### src/rtl/rcpwd_pkg.sv
// Shared types and constants for the RC servo pulse width decoder.
// No dependencies; imported by rcpwd_core and rc_pulse_width_decoder_top.
package rcpwd_pkg;

  localparam int NUM_CHANNELS      = 4;
  localparam int CHANNEL_W         = 2;
  localparam int TICK_W            = 32;
  localparam int FRACTION_BITS_DEF = 16;
  localparam int ENABLE_W          = NUM_CHANNELS;

  // s_axis tdata: channel, timestamp, pin_level, padded to whole bytes
  localparam int IN_FIELDS_W = CHANNEL_W + TICK_W + 1;
  localparam int IN_TDATA_W  = ((IN_FIELDS_W + 7) / 8) * 8;
  localparam int IN_TS_LSB   = CHANNEL_W;
  localparam int IN_LVL_BIT  = CHANNEL_W + TICK_W;

  localparam int CFG_INDEX_W = 3;

  typedef enum logic [CFG_INDEX_W-1:0] {
    REG_LEGAL_LOW  = 3'd0,
    REG_LEGAL_HIGH = 3'd1,
    REG_SPAN_LOW   = 3'd2,
    REG_SPAN_HIGH  = 3'd3,
    REG_ENABLE     = 3'd4,
    REG_INVERT     = 3'd5
  } cfg_index_t;

  localparam logic [TICK_W-1:0]   LEGAL_LOW_RST  = 32'd500;
  localparam logic [TICK_W-1:0]   LEGAL_HIGH_RST = 32'd2500;
  localparam logic [TICK_W-1:0]   SPAN_LOW_RST   = 32'd1000;
  localparam logic [TICK_W-1:0]   SPAN_HIGH_RST  = 32'd2000;
  localparam logic [ENABLE_W-1:0] ENABLE_RST     = 4'hF;

  typedef struct packed {
    logic [TICK_W-1:0]   legal_low;
    logic [TICK_W-1:0]   legal_high;
    logic [TICK_W-1:0]   span_low;
    logic [TICK_W-1:0]   span_high;
    logic [ENABLE_W-1:0] channel_enable;
    logic                invert_level;
  } cfg_regs_t;

  // One completed pulse handed to the measurement core
  typedef struct packed {
    logic [CHANNEL_W-1:0] channel;
    logic [TICK_W-1:0]    timestamp;
    logic [TICK_W-1:0]    last_time;
  } job_t;

  typedef enum logic [3:0] {
    CORE_IDLE,
    CORE_WIDTH,
    CORE_CHK_LO,
    CORE_CHK_HI,
    CORE_RANGE,
    CORE_CLAMP_LO,
    CORE_CLAMP_HI,
    CORE_OFFSET,
    CORE_DIV,
    CORE_DONE
  } core_state_t;

endpackage

### src/rtl/rcpwd_core.sv
// Pulse measurement core: one shared 33-bit subtractor under a sequencer does
// width, window checks, clamp and a restoring divide. Depends on rcpwd_pkg.
module rcpwd_core #(
  parameter int FRACTION_BITS = rcpwd_pkg::FRACTION_BITS_DEF
) (
  input  logic                             clk,
  input  logic                             rst,
  input  rcpwd_pkg::cfg_regs_t             cfg,
  input  logic                             start,
  input  rcpwd_pkg::job_t                  job,
  output logic                             idle,
  output logic                             res_valid,
  input  logic                             res_ready,
  output logic [rcpwd_pkg::CHANNEL_W-1:0]  res_channel,
  output logic [FRACTION_BITS:0]           res_fraction
);
  import rcpwd_pkg::*;

  localparam int CNT_W = $clog2(FRACTION_BITS + 1);

  core_state_t          state, state_next;
  logic [TICK_W-1:0]    w, w_next;
  logic [TICK_W-1:0]    rng, rng_next;
  logic [TICK_W:0]      rem, rem_next;
  logic [FRACTION_BITS:0] quo, quo_next;
  logic [CNT_W-1:0]     cnt, cnt_next;
  logic [CHANNEL_W-1:0] ch, ch_next;

  // shared subtractor
  logic [TICK_W:0]   op_a, op_b;
  logic [TICK_W+1:0] diff;
  logic              borrow;
  logic [TICK_W:0]   div_rem;

  always_comb begin
    op_a = '0;
    op_b = '0;
    unique case (state)
      CORE_WIDTH:    begin op_a = {1'b0, w};              op_b = rem;                     end
      CORE_CHK_LO:   begin op_a = {1'b0, w};              op_b = {1'b0, cfg.legal_low};   end
      CORE_CHK_HI:   begin op_a = {1'b0, cfg.legal_high}; op_b = {1'b0, w};               end
      CORE_RANGE:    begin op_a = {1'b0, cfg.span_high};  op_b = {1'b0, cfg.span_low};    end
      CORE_CLAMP_LO: begin op_a = {1'b0, w};              op_b = {1'b0, cfg.span_low};    end
      CORE_CLAMP_HI: begin op_a = {1'b0, cfg.span_high};  op_b = {1'b0, w};               end
      CORE_OFFSET:   begin op_a = {1'b0, w};              op_b = {1'b0, cfg.span_low};    end
      CORE_DIV:      begin op_a = rem;                    op_b = {1'b0, rng};             end
      default: ;
    endcase
  end

  assign diff    = {1'b0, op_a} - {1'b0, op_b};
  assign borrow  = diff[TICK_W+1];
  assign div_rem = borrow ? rem : diff[TICK_W:0];

  always_comb begin
    state_next = state;
    w_next     = w;
    rng_next   = rng;
    rem_next   = rem;
    quo_next   = quo;
    cnt_next   = cnt;
    ch_next    = ch;
    unique case (state)
      CORE_IDLE: begin
        if (start) begin
          w_next     = job.timestamp;
          rem_next   = {1'b0, job.last_time};
          ch_next    = job.channel;
          state_next = CORE_WIDTH;
        end
      end
      CORE_WIDTH: begin
        w_next     = diff[TICK_W-1:0];  // modulo 2^32 width
        state_next = CORE_CHK_LO;
      end
      CORE_CHK_LO: begin
        state_next = borrow ? CORE_IDLE : CORE_CHK_HI;
      end
      CORE_CHK_HI: begin
        state_next = borrow ? CORE_IDLE : CORE_RANGE;
      end
      CORE_RANGE: begin
        if (borrow || (diff[TICK_W-1:0] == '0)) begin
          quo_next   = '0;  // empty or inverted span
          state_next = CORE_DONE;
        end else begin
          rng_next   = diff[TICK_W-1:0];
          state_next = CORE_CLAMP_LO;
        end
      end
      CORE_CLAMP_LO: begin
        if (borrow) w_next = cfg.span_low;
        state_next = CORE_CLAMP_HI;
      end
      CORE_CLAMP_HI: begin
        if (borrow) w_next = cfg.span_high;
        state_next = CORE_OFFSET;
      end
      CORE_OFFSET: begin
        rem_next   = diff[TICK_W:0];  // offset <= range, so first quotient bit is 0 or 1
        quo_next   = '0;
        cnt_next   = CNT_W'(FRACTION_BITS);
        state_next = CORE_DIV;
      end
      CORE_DIV: begin
        // remainder stays below range, so the shifted value fits 33 bits
        rem_next = {div_rem[TICK_W-1:0], 1'b0};
        quo_next = {quo[FRACTION_BITS-1:0], ~borrow};
        if (cnt == '0) begin
          state_next = CORE_DONE;
        end else begin
          cnt_next = cnt - 1'b1;
        end
      end
      CORE_DONE: begin
        if (res_ready) state_next = CORE_IDLE;
      end
      default: state_next = CORE_IDLE;
    endcase
  end

  always_ff @(posedge clk) begin
    if (rst) begin
      state <= CORE_IDLE;
    end else begin
      state <= state_next;
    end
  end

  always_ff @(posedge clk) begin
    w   <= w_next;
    rng <= rng_next;
    rem <= rem_next;
    quo <= quo_next;
    cnt <= cnt_next;
    ch  <= ch_next;
  end

  assign idle         = (state == CORE_IDLE);
  assign res_valid    = (state == CORE_DONE);
  assign res_channel  = ch;
  assign res_fraction = quo;

endmodule

### src/rtl/rc_pulse_width_decoder_top.sv
// Top level of the RC servo pulse width decoder: config registers, per-channel
// edge state, stream handshakes and output register. Uses rcpwd_pkg, rcpwd_core.
//
//  channel   dir  fields (tdata/index, lowest bit up)
//  s_axis    in   channel[1:0], timestamp[33:2], pin_level[34]
//  m_axis    out  out_channel[1:0], fraction[FRACTION_BITS+2:2]
//  cfg       in   cfg_index selects register 0..5, cfg_data holds the value
//
// Capture events that complete no pulse are taken whenever the core is idle. A
// completed pulse occupies the shared subtractor for at most 7 setup steps
// plus FRACTION_BITS+1 divide steps and then a handoff state, during
// which s_axis_tready is low. The output register holds one result while the
// core works on the next pulse; the core waits only if that register is full.
// Reset clears config to defaults and all channel samples to not valid.
module rc_pulse_width_decoder_top #(
  parameter int FRACTION_BITS = rcpwd_pkg::FRACTION_BITS_DEF,
  parameter int OUT_TDATA_W   = ((rcpwd_pkg::CHANNEL_W + FRACTION_BITS + 1 + 7) / 8) * 8
) (
  input  logic                               clk,
  input  logic                               rst,
  // channel, timestamp, pin_level
  input  logic                               s_axis_tvalid,
  output logic                               s_axis_tready,
  input  logic [rcpwd_pkg::IN_TDATA_W-1:0]   s_axis_tdata,
  // out_channel, fraction
  output logic                               m_axis_tvalid,
  input  logic                               m_axis_tready,
  output logic [OUT_TDATA_W-1:0]             m_axis_tdata,
  input  logic                               cfg_valid,
  output logic                               cfg_ready,
  input  logic [rcpwd_pkg::CFG_INDEX_W-1:0]  cfg_index,
  input  logic [rcpwd_pkg::TICK_W-1:0]       cfg_data
);
  import rcpwd_pkg::*;

  localparam int FRAC_W = FRACTION_BITS + 1;

  cfg_regs_t cfg;

  logic [TICK_W-1:0]       last_edge_time [NUM_CHANNELS];
  logic [NUM_CHANNELS-1:0] last_level;
  logic [NUM_CHANNELS-1:0] sample_valid;

  logic [CHANNEL_W-1:0] in_channel;
  logic [TICK_W-1:0]    in_timestamp;
  logic                 in_level;
  logic                 accept, enabled, active, pulse_done;

  job_t                 job;
  logic                 core_idle, core_start;
  logic                 res_valid, res_ready;
  logic [CHANNEL_W-1:0] res_channel;
  logic [FRAC_W-1:0]    res_fraction;
  logic [OUT_TDATA_W-1:0] m_tdata_next;

  // configuration writes, always taken
  assign cfg_ready = 1'b1;

  always_ff @(posedge clk) begin
    if (rst) begin
      cfg.legal_low      <= LEGAL_LOW_RST;
      cfg.legal_high     <= LEGAL_HIGH_RST;
      cfg.span_low       <= SPAN_LOW_RST;
      cfg.span_high      <= SPAN_HIGH_RST;
      cfg.channel_enable <= ENABLE_RST;
      cfg.invert_level   <= 1'b0;
    end else if (cfg_valid && cfg_ready) begin
      unique case (cfg_index)
        REG_LEGAL_LOW:  cfg.legal_low      <= cfg_data;
        REG_LEGAL_HIGH: cfg.legal_high     <= cfg_data;
        REG_SPAN_LOW:   cfg.span_low       <= cfg_data;
        REG_SPAN_HIGH:  cfg.span_high      <= cfg_data;
        REG_ENABLE:     cfg.channel_enable <= cfg_data[ENABLE_W-1:0];
        REG_INVERT:     cfg.invert_level   <= cfg_data[0];
        default: ;
      endcase
    end
  end

  // input request decode
  assign in_channel   = s_axis_tdata[CHANNEL_W-1:0];
  assign in_timestamp = s_axis_tdata[IN_TS_LSB +: TICK_W];
  assign in_level     = s_axis_tdata[IN_LVL_BIT];

  assign s_axis_tready = core_idle;
  assign accept        = s_axis_tvalid && s_axis_tready;
  assign enabled       = cfg.channel_enable[in_channel];
  assign active        = ~cfg.invert_level;
  assign pulse_done    = sample_valid[in_channel] && (last_level[in_channel] == active)
                         && (in_level != active);

  assign core_start    = accept && enabled && pulse_done;
  assign job.channel   = in_channel;
  assign job.timestamp = in_timestamp;
  assign job.last_time = last_edge_time[in_channel];

  always_ff @(posedge clk) begin
    if (rst) begin
      sample_valid <= '0;
      last_level   <= '0;
    end else if (accept && enabled) begin
      sample_valid[in_channel] <= 1'b1;
      last_level[in_channel]   <= in_level;
    end
  end

  always_ff @(posedge clk) begin
    if (accept && enabled) begin
      last_edge_time[in_channel] <= in_timestamp;
    end
  end

  rcpwd_core #(
    .FRACTION_BITS (FRACTION_BITS)
  ) u_core (
    .clk          (clk),
    .rst          (rst),
    .cfg          (cfg),
    .start        (core_start),
    .job          (job),
    .idle         (core_idle),
    .res_valid    (res_valid),
    .res_ready    (res_ready),
    .res_channel  (res_channel),
    .res_fraction (res_fraction)
  );

  // output register
  assign res_ready = !m_axis_tvalid || m_axis_tready;

  always_comb begin
    m_tdata_next = '0;
    m_tdata_next[CHANNEL_W-1:0]       = res_channel;
    m_tdata_next[CHANNEL_W +: FRAC_W] = res_fraction;
  end

  always_ff @(posedge clk) begin
    if (rst) begin
      m_axis_tvalid <= 1'b0;
    end else if (res_ready) begin
      m_axis_tvalid <= res_valid;
    end
  end

  always_ff @(posedge clk) begin
    if (res_valid && res_ready) begin
      m_axis_tdata <= m_tdata_next;
    end
  end

endmodule
### config.mk
export PLATFORM = sky130hd
export DESIGN_NAME = rc_pulse_width_decoder_top
export DESIGN_NICKNAME = d
export VERILOG_FILES = /design/src/rtl/rcpwd_pkg.sv /design/src/rtl/rcpwd_core.sv /design/src/rtl/rc_pulse_width_decoder_top.sv
export SDC_FILE = /design/constraint.sdc
export NUM_CORES = 1
export LEC_CHECK = 0
export BUFFER_PORTS_ARGS = -buffer_cell sky130_fd_sc_hd__buf_2
export CELL_PAD_IN_SITES_DETAIL_PLACEMENT = 0
export CELL_PAD_IN_SITES_GLOBAL_PLACEMENT = 1
export CORE_ASPECT_RATIO = 0.8
export CORE_MARGIN = 4
export CORE_UTILIZATION = 30
export DETAILED_ROUTE_END_ITERATION = 10
export HOLD_SLACK_MARGIN = 0.1
export PLACE_DENSITY = 0.64
export SLEW_MARGIN = 20
export SYNTH_ARGS = -nofsm -noshare
export SYNTH_HDL_FRONTEND = slang
export SYNTH_SLANG_ARGS = --single-unit
### constraint.sdc
create_clock -name clk -period 9 [get_ports clk]
set_input_delay 1.8 -clock clk [delete_from_list [all_inputs] [get_ports clk]]
set_output_delay 1.8 -clock clk [all_outputs]
set_load 0.1 [all_outputs]
==> impl_results.md <==
* Hold-fix buffers, CTS at 0
* Post-CTS Repair Setup Buffers at 0
* CTS max path bufs at 3
* Detailed Place HPWL at 40600 um
* Tmin final at 7240 ps
* Sequential share of the synthesized area at 56.2%
* Synthesized area at 19500 um2
* DRC at 0
* Final Cycle Share at 80.4%
* Post-synth top area cell: edfxtp_1
* Worst slew margin at 27.2%
* Synth cell types at 74
* Slew @ Worst Pin at 1060 ps
* Routed Antenna Nets at 0
* I/O Buffers at 95
* First-pass GRT wire length at 95100 um
* Share of cells above drive strength 1 at 14.1%
* Vias in the first global route at 15100
* CTS Buf Count at 48
* Crit Path Max Fanout at 54
* CTS tree: yes
* Post-CTS Resized at 0
* Area grow syn2layout at 15.8%
* Post-synthesis register bit count at 414
* Overflow after GRT at 0
* Worst Path Required at 9210 ps
* Multi-input gate area at 8040 um2
* Placed Cells incl. Taps at 2706
* CP Capture Type: flip-flop
* CTS H-tree lvls at 2
* Final setup fails at 0
* Synth top area share at 41.2%
* Via count at 15300
* FP Rows at 83
* Maximum capacitance violations at 0
* Critical path type: reg -> reg
* Cell count after synthesis at 1853
* Final WL at 63200 um
* Post-synth EDFFs at 268
* DRT iter0 DRCs at 1936
* Via density at 5.47
* Num Clock Sinks at 414
* I/O pin total at 107
* Antenna violations before repair at 2
* Commonest non-fill, non-tap cell in the layout: nand2_1
* Non-filler cells, final at 2795
* CP startpoint kind: flip-flop
* Syn. warnings at 0
* Fillers at 6293
* Post-layout util at 35.2%
* Avg Synthesized Cell Area at 10.5 um2
* Unrepaired setup endpoints after global routing: false
* Clock-pin slew on the worst setup and hold paths at 60 ps
* Layout Skew at 13.2 ps
* Die Wd at 293 um
* Placeable Area at 64300 um2
* DR WL/cell at 22.6 um
* Worst skew pair latency at 580 ps
* GP Congestion at 0.866
* Hold WC Path Type: reg -> reg
* Max Clock Freq at 0.138 GHz
* Root Buffer: clkbuf_16
* Outcome: completed
* Setup_tns at 0 ps
* Most frequent cells in the layout: 485 x nand2_1, 268 x edfxtp_1, 164 x a21oi_1, 146 x dfxtp_1, 94 x buf_2
* FF+latch area at 11000 um2
* Top area cells in the synthesized netlist: edfxtp_1 41%, dfxtp_1 15%, nand2_1 9.3%
* Final-report hold violation count at 0
* Async set-reset flop share out of synthesis at 0%
* Die Y at 236 um
* Post-synth top flop: edfxtp_1
* Slew Viols, Final at 0
* Nets@finish at 2021
* GRT Overall Usage at 17.8%
* Starting Density at 30.4%
* Die ar. at 69200 um2
* Largest net degree at the start of global routing at 75
* TritonRoute pass-1 iters at 9
* Critical Path AT at 7440 ps
[Yosys cell counts (7+ instances only)]
master / n
a222oi_1: 62
nand4_1: 8
nand3_1: 11
nand2b_1: 7
o211ai_1: 7
a21oi_1: 165
xnor2_1: 11
inv_1: 26
buf_1: 9
a211oi_1: 8
a221oi_1: 34
nand2_1: 485
mux2i_1: 32
a22oi_1: 58
a211o_1: 7
nor2b_1: 8
clkbuf_1: 113
nand3b_1: 25
o21ai_0: 64
o221ai_1: 8
edfxtp_1: 268
or3_1: 8
mux4_2: 35
ha_1: 34
nor3_1: 18
and2_1: 26
a21o_1: 7
nor2_1: 70
dfxtp_1: 146
[stage by stage]
step           instance area [um2]  hold WS (ps)  setup WS, ps
6_report                     22600           426          1760
5_1_grt                      22600           429          1330
3_3_place_gp                 20900           402          1940
2_1_floorplan                19500           400          2890
3_5_place_dp                 20900           416          1790
4_1_cts                      22600           430          1770
[worst max-delay path, stage by stage, from the launching register on]
cell and delay (ps):
dfxtp_1 680, nand2b_1 270, nor3_2 160, buf_4 650, a22oi_1 140, nand3_1 140
ha_1 200, inv_1 80, fa_1 480, a21o_1 220, a221o_1 420, a221oi_4 380
o311ai_2 160, xor2_1 270, or4b_1 630, or4_1 520, nor4_1 360, a21oi_1 240
nand2b_1 220, nand2_1 600
[cells by family (layout without fill, tap and decap cells)]
group | after synthesis | count (layout) | synth area share (%)
simple gates | 690 | 690 | 15.1
compound gates | 468 | 468 | 16.5
flops | 414 | 414 | 56.2
buf+inv | 158 | 245 | 3.21
mux | 69 | 69 | 5.80
fa+ha+maj | 35 | 35 | 2.28
xor+xnor | 17 | 17 | 0.763
other cells | 2 | 7 | 0.0385
[registers in the layout, indices dropped and copies added, names as in the netlist]
register / count
u_core.res_channel: 2
last_edge_time: 128
m_axis_tvalid: 1
last_level: 4
m_axis_tdata: 19
cfg: 133
u_core.rem: 33
u_core.rng: 32
u_core.cnt: 5
u_core.w: 32
sample_valid: 4
u_core.res_fraction: 17
u_core.state: 4
[worst paths after layout]
kind / startpoint / endpoint / slack (ps) / cells after the start
max: u_core.state[0] / u_core.res_fraction[13] / 1760 / 19
min: u_core.res_fraction[16] / m_axis_tdata[18] / 430 / 0
max reg2reg: u_core.state[0] / u_core.res_fraction[13] / 1760 / 19
min reg2reg: u_core.res_fraction[16] / m_axis_tdata[18] / 430 / 0
[layout make-up]
type / count / share of cell area [%]
Timing Repair Buffer: 131 / 3.31
Antenna cell: 1 / 0.0111
Sequential cell: 414 / 48.6
Inverter: 26 / 0.432
Clock buffer: 67 / 6.27
Multi-Input combinational cell: 1285 / 35.6
Tap cell: 850 / 4.71
Clock inverter: 21 / 1.12
[per-layer routing]
| layer | global-route usage, % | wire length [um] | up-vias |
|---|---|---|---|
| met3 | 2.62 | 4750 | 98 |
| met1 | 26.4 | 29400 | 7572 |
| met4 | 5.04 | 1330 | 0 |
| met2 | 27.0 | 27800 | 605 |
| met5 | 0 | 0 | - |
| li1 | - | - | 7016 |
Power is left out: the tool's default activity adds up to more than one toggle a clock period on the data nets, which glitch-free logic cannot reach.
